<file path="config.mk">
export PLATFORM = sky130hd
export DESIGN_NAME = fftu_engine
export DESIGN_NICKNAME = d
export VERILOG_FILES = /design/src/hw/rtl/fftu_pkg.sv /design/src/hw/rtl/fftu_engine.sv
export VERILOG_INCLUDE_DIRS = /design/src /design/src/hw/rtl
export SDC_FILE = /design/constraint.sdc
export NUM_CORES = 2
export LEC_CHECK = 0
export BUFFER_PORTS_ARGS = -buffer_cell sky130_fd_sc_hd__buf_2
export CORE_ASPECT_RATIO = 1.2
export CORE_MARGIN = 1.5
export CORE_UTILIZATION = 46
export CTS_BUF_LIST = sky130_fd_sc_hd__clkbuf_4 sky130_fd_sc_hd__clkbuf_8 sky130_fd_sc_hd__clkbuf_16
export DETAILED_ROUTE_END_ITERATION = 8
export PLACE_DENSITY = 0.7
export SLEW_MARGIN = 0
export SYNTH_ARGS = -nofsm -noshare
export SYNTH_HDL_FRONTEND = slang
export SYNTH_SLANG_ARGS = --single-unit
</file>
<file path="constraint.sdc">
create_clock -name clk -period 11.4 [get_ports clk]
set_input_delay 0.57 -clock clk [delete_from_list [all_inputs] [get_ports clk]]
set_output_delay 0.57 -clock clk [all_outputs]
set_load 0.005 [all_outputs]
</file>
<file path="src/hw/rtl/fixed_point_radix2_fft_unit_macros.svh">
// Shared assertion macros for the FFT unit.
`ifndef FIXED_POINT_RADIX2_FFT_UNIT_MACROS_SVH
`define FIXED_POINT_RADIX2_FFT_UNIT_MACROS_SVH

// Same-cycle implication, checked outside reset.
`define FFTU_ASSERT_NOW(label, ante, cons, msg) \
    label: assert property (@(posedge clk) disable iff (!rst_n) (ante) |-> (cons)) \
        else $error(msg);

// Next-cycle implication, checked outside reset.
`define FFTU_ASSERT_NEXT(label, ante, cons, msg) \
    label: assert property (@(posedge clk) disable iff (!rst_n) (ante) |=> (cons)) \
        else $error(msg);

`endif

</file>
<file path="src/hw/rtl/fftu_pkg.sv">
package fftu_pkg;

    localparam int N_POINTS = 256;
    localparam int LOG2N    = $clog2(N_POINTS);
    localparam int ADDR_W   = LOG2N;
    localparam int STAGE_W  = $clog2(LOG2N);
    localparam int HALF     = N_POINTS / 2;
    localparam int QUARTER  = N_POINTS / 4;
    localparam int SAMPLE_W = 16;
    localparam int ENTRY_W  = 2 * SAMPLE_W;
    localparam int OP_W     = 2;
    localparam int INDEX_W  = 8;

    localparam longint unsigned PI_Q30 = 64'd3373259426;

    // Taylor series divisors (2i)(2i+1) for i = 1..12
    localparam longint unsigned SIN_DIV [1:12] = '{
        64'd6, 64'd20, 64'd42, 64'd72, 64'd110, 64'd156,
        64'd210, 64'd272, 64'd342, 64'd420, 64'd506, 64'd600
    };

    // Operation codes
    localparam logic [OP_W-1:0] OP_LOAD = 2'd0;
    localparam logic [OP_W-1:0] OP_RUN  = 2'd1;
    localparam logic [OP_W-1:0] OP_READ = 2'd2;

    typedef logic signed [SAMPLE_W-1:0] sample_t;
    typedef sample_t twid_tab_t [0:HALF-1];

    // Port request from a sample store client; entry is {real, imag}
    typedef struct packed {
        logic                we;
        logic [ADDR_W-1:0]   waddr;
        logic [ENTRY_W-1:0]  wdata;
        logic [ADDR_W-1:0]   raddr;
    } ram_req_t;

    // Rounded Q15 magnitude of sin(2*pi*m/N) for the first quadrant
    function automatic int quarter_sin(input int unsigned m);
        longint unsigned x;
        longint unsigned term;
        longint          sum;
        x    = (PI_Q30 * 64'd2 * longint'(m)) / N_POINTS;
        term = x;
        sum  = longint'(x);
        for (int unsigned i = 1; i <= 12; i++) begin
            term = (term * x) >> 30;
            term = (term * x) >> 30;
            term = term / SIN_DIV[i];
            if (i[0]) sum = sum - longint'(term);
            else      sum = sum + longint'(term);
        end
        if (sum < 0) sum = 0;
        sum = (sum + 16384) / 32768;
        if (sum > 32768) sum = 32768;
        return int'(sum);
    endfunction

    function automatic sample_t full_sin(input int unsigned k);
        int unsigned kk;
        int unsigned quad;
        int unsigned r;
        int          v;
        kk   = k % N_POINTS;
        quad = kk / QUARTER;
        r    = kk % QUARTER;
        if (quad[0]) v = quarter_sin(QUARTER - r);
        else         v = quarter_sin(r);
        if (quad >= 2) v = -v;
        if (v > 32767)  v = 32767;
        if (v < -32768) v = -32768;
        return sample_t'(v);
    endfunction

    function automatic twid_tab_t build_twid(input logic want_cos);
        twid_tab_t t;
        for (int unsigned k = 0; k < HALF; k++) begin
            t[k] = full_sin(want_cos ? k + QUARTER : k);
        end
        return t;
    endfunction

    localparam twid_tab_t TWID_COS = build_twid(1'b1);
    localparam twid_tab_t TWID_SIN = build_twid(1'b0);

endpackage

</file>
<file path="src/hw/rtl/fftu_engine.sv">
`include "fixed_point_radix2_fft_unit_macros.svh"

module fftu_engine (
    input  logic                               clk,
    input  logic                               rst_n,
    input  logic                               start,
    input  logic                               inverse,
    input  logic [fftu_pkg::ENTRY_W-1:0]       rdata,
    output fftu_pkg::ram_req_t                 req,
    output logic                               done
);

    localparam logic [3:0] E_IDLE   = 4'd0;
    localparam logic [3:0] E_BR_CHK = 4'd1;
    localparam logic [3:0] E_RD_J   = 4'd2;
    localparam logic [3:0] E_RD_I   = 4'd3;
    localparam logic [3:0] E_M0     = 4'd4;
    localparam logic [3:0] E_M1     = 4'd5;
    localparam logic [3:0] E_M2     = 4'd6;
    localparam logic [3:0] E_M3     = 4'd7;
    localparam logic [3:0] E_M4     = 4'd8;
    localparam logic [3:0] E_W_J    = 4'd9;
    localparam logic [3:0] E_W_I    = 4'd10;
    localparam logic [3:0] E_NEXT   = 4'd11;

    localparam int AW = fftu_pkg::ADDR_W;
    localparam int SW = fftu_pkg::STAGE_W;

    logic [3:0]              state_reg, state_next;
    logic                    bfly_reg, bfly_next;
    logic [AW-1:0]           cnt_reg, cnt_next;
    logic [SW-1:0]           stage_reg, stage_next;
    logic                    inv_reg;
    logic                    done_reg, done_next;

    logic [fftu_pkg::ENTRY_W-1:0] xi_reg, xj_reg;
    fftu_pkg::sample_t       w_re_reg, w_im_reg;
    logic signed [30:0]      prod_reg;
    logic signed [31:0]      acc_reg, tr_reg, ti_reg;

    logic [AW-1:0]           rev_addr, bf_i, bf_j, i_addr, j_addr;
    logic [AW-1:0]           b_ext;
    logic [AW-2:0]           k_idx;
    logic [SW-1:0]           k_shift;
    fftu_pkg::sample_t       wi_raw, wi_eff;
    fftu_pkg::sample_t       mul_a, mul_b;
    logic signed [31:0]      prod;
    logic signed [30:0]      prod_half;

    // Round (x * 2^15 +/- t) back to 16 bits with saturation
    function automatic logic signed [33:0] sat32(input logic signed [33:0] v);
        if (v > 34'sh07FFFFFFF)      return 34'sh07FFFFFFF;
        else if (v < 34'sh380000000) return 34'sh380000000;
        else                         return v;
    endfunction

    function automatic fftu_pkg::sample_t round_sum(input fftu_pkg::sample_t x,
                                                    input logic signed [31:0] t,
                                                    input logic sub);
        logic signed [33:0] a;
        logic signed [33:0] te;
        logic signed [33:0] s;
        a  = {{3{x[15]}}, x, 15'b0};
        te = {{2{t[31]}}, t};
        s  = sat32(sub ? a - te : a + te);
        s  = sat32(s + 34'sd32768);
        return s[31:16];
    endfunction

    // Bit-reversed index for the reorder pass
    always_comb
    begin
        for (int p = 0; p < AW; p++)
        begin
            rev_addr[p] = cnt_reg[AW-1-p];
        end
    end

    // Butterfly pair: insert a zero (i) or one (j) at bit position stage
    always_comb
    begin
        b_ext = {1'b0, cnt_reg[AW-2:0]};
        for (int p = 0; p < AW; p++)
        begin
            if (p < int'(stage_reg))
            begin
                bf_i[p] = b_ext[p];
            end
            else if (p == int'(stage_reg))
            begin
                bf_i[p] = 1'b0;
            end
            else
            begin
                bf_i[p] = b_ext[(p > 0) ? p - 1 : 0];
            end
        end
        bf_j = bf_i | (AW'(1) << stage_reg);
    end

    assign i_addr = bfly_reg ? bf_i : cnt_reg;
    assign j_addr = bfly_reg ? bf_j : rev_addr;

    // Twiddle index m * N/len
    assign k_shift = SW'(fftu_pkg::LOG2N - 1) - stage_reg;
    assign k_idx   = cnt_reg[AW-2:0] << k_shift;
    assign wi_raw  = fftu_pkg::TWID_SIN[k_idx];
    assign wi_eff  = !inv_reg ? wi_raw :
                     (wi_raw == 16'sh8000) ? 16'sh7FFF : -wi_raw;

    // Shared multiplier, one product per cycle
    assign mul_a = (state_reg == E_M0 || state_reg == E_M2) ? w_re_reg : w_im_reg;
    assign mul_b = (state_reg == E_M1 || state_reg == E_M2) ?
                   xj_reg[fftu_pkg::SAMPLE_W-1:0] :
                   xj_reg[fftu_pkg::ENTRY_W-1:fftu_pkg::SAMPLE_W];
    assign prod      = mul_a * mul_b;
    assign prod_half = (prod == 32'sh40000000) ? 31'sh3FFFFFFF : prod[30:0];

    // Sequencer
    always_comb
    begin
        state_next = state_reg;
        bfly_next  = bfly_reg;
        cnt_next   = cnt_reg;
        stage_next = stage_reg;
        done_next  = 1'b0;
        unique case (state_reg)
            E_IDLE:
            begin
                if (start)
                begin
                    bfly_next  = 1'b0;
                    cnt_next   = '0;
                    stage_next = '0;
                    state_next = E_BR_CHK;
                end
            end
            E_BR_CHK: state_next = (rev_addr > cnt_reg) ? E_RD_J : E_NEXT;
            E_RD_J:   state_next = E_RD_I;
            E_RD_I:   state_next = E_M0;
            E_M0:     state_next = bfly_reg ? E_M1 : E_W_J;
            E_M1:     state_next = E_M2;
            E_M2:     state_next = E_M3;
            E_M3:     state_next = E_M4;
            E_M4:     state_next = E_W_J;
            E_W_J:    state_next = E_W_I;
            E_W_I:    state_next = E_NEXT;
            E_NEXT:
            begin
                if (!bfly_reg)
                begin
                    if (cnt_reg == AW'(fftu_pkg::N_POINTS - 1))
                    begin
                        bfly_next  = 1'b1;
                        cnt_next   = '0;
                        state_next = E_RD_J;
                    end
                    else
                    begin
                        cnt_next   = cnt_reg + AW'(1);
                        state_next = E_BR_CHK;
                    end
                end
                else if (&cnt_reg[AW-2:0])
                begin
                    cnt_next = '0;
                    if (stage_reg == SW'(fftu_pkg::LOG2N - 1))
                    begin
                        done_next  = 1'b1;
                        state_next = E_IDLE;
                    end
                    else
                    begin
                        stage_next = stage_reg + SW'(1);
                        state_next = E_RD_J;
                    end
                end
                else
                begin
                    cnt_next   = cnt_reg + AW'(1);
                    state_next = E_RD_J;
                end
            end
            default: state_next = E_IDLE;
        endcase
    end

    always_ff @(posedge clk or negedge rst_n)
    begin
        if (!rst_n)
        begin
            state_reg <= E_IDLE;
            bfly_reg  <= 1'b0;
            cnt_reg   <= '0;
            stage_reg <= '0;
            done_reg  <= 1'b0;
        end
        else
        begin
            state_reg <= state_next;
            bfly_reg  <= bfly_next;
            cnt_reg   <= cnt_next;
            stage_reg <= stage_next;
            done_reg  <= done_next;
        end
    end

    // Datapath registers
    always_ff @(posedge clk)
    begin
        if (state_reg == E_IDLE && start)
        begin
            inv_reg <= inverse;
        end
        if (state_reg == E_RD_J)
        begin
            w_re_reg <= fftu_pkg::TWID_COS[k_idx];
            w_im_reg <= wi_eff;
        end
        if (state_reg == E_RD_I)
        begin
            xj_reg <= rdata;
        end
        if (state_reg == E_M0)
        begin
            xi_reg <= rdata;
        end
        prod_reg <= prod_half;
        if (state_reg == E_M1 || state_reg == E_M3)
        begin
            acc_reg <= {prod_reg[30], prod_reg};
        end
        if (state_reg == E_M2)
        begin
            tr_reg <= acc_reg - {prod_reg[30], prod_reg};
        end
        if (state_reg == E_M4)
        begin
            ti_reg <= acc_reg + {prod_reg[30], prod_reg};
        end
    end

    // Store port
    always_comb
    begin
        req.we    = (state_reg == E_W_J) || (state_reg == E_W_I);
        req.raddr = (state_reg == E_RD_J) ? j_addr : i_addr;
        req.waddr = (state_reg == E_W_J) ? j_addr : i_addr;
        if (!bfly_reg)
        begin
            req.wdata = (state_reg == E_W_J) ? xi_reg : xj_reg;
        end
        else
        begin
            req.wdata = {round_sum(xi_reg[fftu_pkg::ENTRY_W-1:fftu_pkg::SAMPLE_W],
                                   tr_reg, state_reg == E_W_J),
                         round_sum(xi_reg[fftu_pkg::SAMPLE_W-1:0],
                                   ti_reg, state_reg == E_W_J)};
        end
    end

    assign done = done_reg;

    `FFTU_ASSERT_NOW(a_we_state, req.we, (state_reg == E_W_J || state_reg == E_W_I), "write outside write step")
    `FFTU_ASSERT_NOW(a_pair_order, (state_reg == E_W_J), (j_addr > i_addr), "pair order broken")
    `FFTU_ASSERT_NOW(a_done_idle, done_reg, (state_reg == E_IDLE), "done while busy")

endmodule
</file>
==> flow_summary.yaml <==
route:
  vias_per_cell: 6.05
  drt-initial-drc-count: 2932
  routedWlPerCell_um: 21.4
  drc: 0
  vias: 28300
  dr.pass1.iters: 7
  drt_wl_total_mm: 100
  antenna_left: 0
yosys:
  synthTopCellsByArea: "edfxtp_1 18%, fa_1 17%, ha_1 9.6%, inv_1 5.7%, nand2_1 5.3%"
  synth_top_area_cell: "edfxtp_1"
  synth_flop_cell: "edfxtp_1"
  ys_types: 116
  synth.avg_cell_area_um2: 8.36
  synth.top_cell.area_share: 0.182
  ys_warn_count: 0
  netlist_area_mm2: 0.0317
  ys_ff_latch: 240
  yosysSeqAreaShare: 0.215
  synthCells: 3793
  synth_edf_count: 192
  async_reset_ff_frac: 0.0708
  syn_nets: 4338
placement:
  gp_congestion: 1.02
  placedCellCount: 4621
  dpl.hpwl_mm: 77.5
  port_buffers: 85
cts:
  cts_buffers: 26
  htreeDepth: 1
  clk_pin_slew_ns: 0.08
  clk_path_buf_depth: 3
  cts_resized: 0
  cts_sinks: 240
  cts_tree: "done"
  clockRootBuffer: "clkbuf_16"
  clock_latency_ns: 0.58
setup_path:
  crit_type: "reg -> reg"
  crit_path_end_kind: "flip-flop"
  critPathArrivalTime_ns: 10.16
  start_kind: "flip-flop"
  required_ns: 11.84
  r2r_setup_slack_ns: 1.68
  cp_max_fo: 31
hold_path:
  hp-class: "in -> reg"
run_status:
  status: "finished clean"
global_routing:
  grt_max_degree: 82
  grt_overflow: 0
  grt_pass1_vias: 27700
  antenna_found_initial: 2
  grt_use_total: 0.279
  grt_pass1_wl_mm: 156
floorplanning:
  core-area_mm2: 0.0683
  start_util: 0.464
  ios: 86
  die_h_um: 291
  die_area_mm2: 0.0705
  die_w_um: 243
  num_rows: 105
timing:
  setup_viol: 0
  period_share: 0.853
  min_period_ns: 9.72
  worstMarginPinSlew_ns: 1.31
  fmax_ghz: 0.103
  timing.slew.headroom: 0.126
  slew_viol_final: 0
  finalSetupTns_ns: 0
  fin_skew_ns: 0.0357
  grt_setup_unrepaired: "false"
  hold_violations: 0
cells_and_area:
  instances_no_fill: 4672
  area_growth_pct: 6.27
  drive_gt1_frac: 0.0734
  finalNetCount: 4286
job:
  maxCapViolCount: 0
## synthesized netlist by cell type (19+ instances only)
master and n:
and3_1 25, nand2_1 447, xnor2_1 106, xor2_1 37, nor2_1 361, o21bai_1 21
clkbuf_1 133, buf_1 26, a211oi_1 44, a21oi_1 241, mux2i_1 54, o21a_1 20
nand3_1 70, buf_2 41, mux2_2 22, nor2b_1 27, o31ai_1 20, nand2b_1 35
ha_1 243, o211ai_1 44, a21o_1 42, o21ai_0 186, a31oi_1 66, nor3_1 80
nand4_1 20, o22ai_1 24, edfxtp_1 192, inv_1 478, dfxtp_1 31, nor4_1 19
fa_1 266, or3_1 22
## metrics by stage
stage / hold slack, ns / worst slack [ns] / cell area, um2 / util
6_report: 0.172 / 1.68 / 33700 / 0.493
5_1_grt: 0.167 / 1.05 / 33700 / 0.493
4_1_cts: 0.157 / 1.74 / 33700 / 0.493
3_5_place_dp: 0.460 / 1.80 / 32800 / 0.480
3_3_place_gp: 0.454 / 1.93 / 32800 / 0.480
2_1_floorplan: 0.274 / 2.90 / 31700 / -
## worst paths after layout
| kind | start | to | depth (start not counted) |
|---|---|---|---|
| setup / recovery | state_reg[0] | prod_reg[30] | 27 |
| hold / removal | rdata[31] | xi_reg[31] | 1 |
| setup reg to reg | state_reg[0] | prod_reg[30] | 27 |
| hold reg to reg | prod_reg[6] | acc_reg[6] | 0 |
| max in group asynchronous | rst_n | bfly_reg | 2 |
| min in group asynchronous | rst_n | cnt_reg[0] | 2 |
## cell families after synthesis
kind of cell | share of synthesized area
xor gates and xnor gates | 0.0395
and+or+nand+nor | 0.174
muxes | 0.0267
DFF | 0.215
buffers and inverters | 0.0842
adders and majority gates | 0.265
AOI/OAI and AO/OA | 0.196
## cells in the final DEF, fill, tap and decap left out, drive strengths merged, types with 26 or more instances in the layout
master | Yosys | final
ha | 243 | 243
fa | 266 | 266
clkbuf | 134 | 34
o211ai | 44 | 44
a31oi | 66 | 66
nor2b | 27 | 27
nand2 | 447 | 447
a21oi | 242 | 242
dfxtp | 31 | 31
xnor2 | 106 | 106
a21o | 42 | 42
edfxtp | 192 | 192
nand3 | 70 | 70
mux2i | 56 | 56
buf | 74 | 127
nor2 | 362 | 362
xor2 | 37 | 37
and3 | 26 | 26
o21ai | 194 | 194
a211oi | 46 | 46
nand2b | 35 | 35
inv | 478 | 484
nor3 | 82 | 82
## what timing repair did
item | in CTS | in global routing
buffers inserted | 0 | 0
hold buffers | 1 | 0
endpoints found under the setup margin | 0 | 0
hold endpoints to repair | 17 | 0
## critical path: stages (launching register included)
cell and delay [ns]:
dfrtp_1 0.66, xnor2_1 0.21, nand2b_1 1.02, mux2i_1 0.92
nor2_1 0.15, fa_1 0.46, fa_1 0.55, inv_1 0.05
fa_1 0.47, inv_1 0.06, fa_1 0.50, fa_1 0.55
inv_1 0.06, fa_1 0.53, inv_1 0.05, ha_1 0.36
a21o_1 0.21, a21o_1 0.17, a21oi_1 0.15, a2bb2oi_1 0.34
nand3_1 0.19, a31o_2 0.29, a211oi_1 0.32, nor2_1 0.08
nor4_1 0.29, nand4_1 0.14, or4_4 0.60, nor2b_1 0.20
## metal layers
metal | GRT usage | part of all wire | wire [um]
met1 | 0.341 | 0.38 | 38200
met2 | 0.479 | 0.48 | 48000
met3 | 0.0369 | 0.078 | 7820
met4 | 0.148 | 0.062 | 6180
met5 | 0 | 0.00012 | 12
## final cells by class
| class | count | area [um2] |
|---|---|---|
| Tap cell | 909 | 1140 |
| Multi-Input combinational cell | 2866 | 22300 |
| Antenna cell | 2 | 5.00 |
| Fill cell | 6499 | 34600 |
| Sequential cell | 240 | 6810 |
| Clock inverter | 14 | 133 |
| Inverter | 479 | 1800 |
| Clock buffer | 34 | 752 |
| Timing Repair Buffer | 128 | 751 |
Power is not shown: default switching activity piles up to over one toggle a cycle in this logic, so the estimate is an artifact.
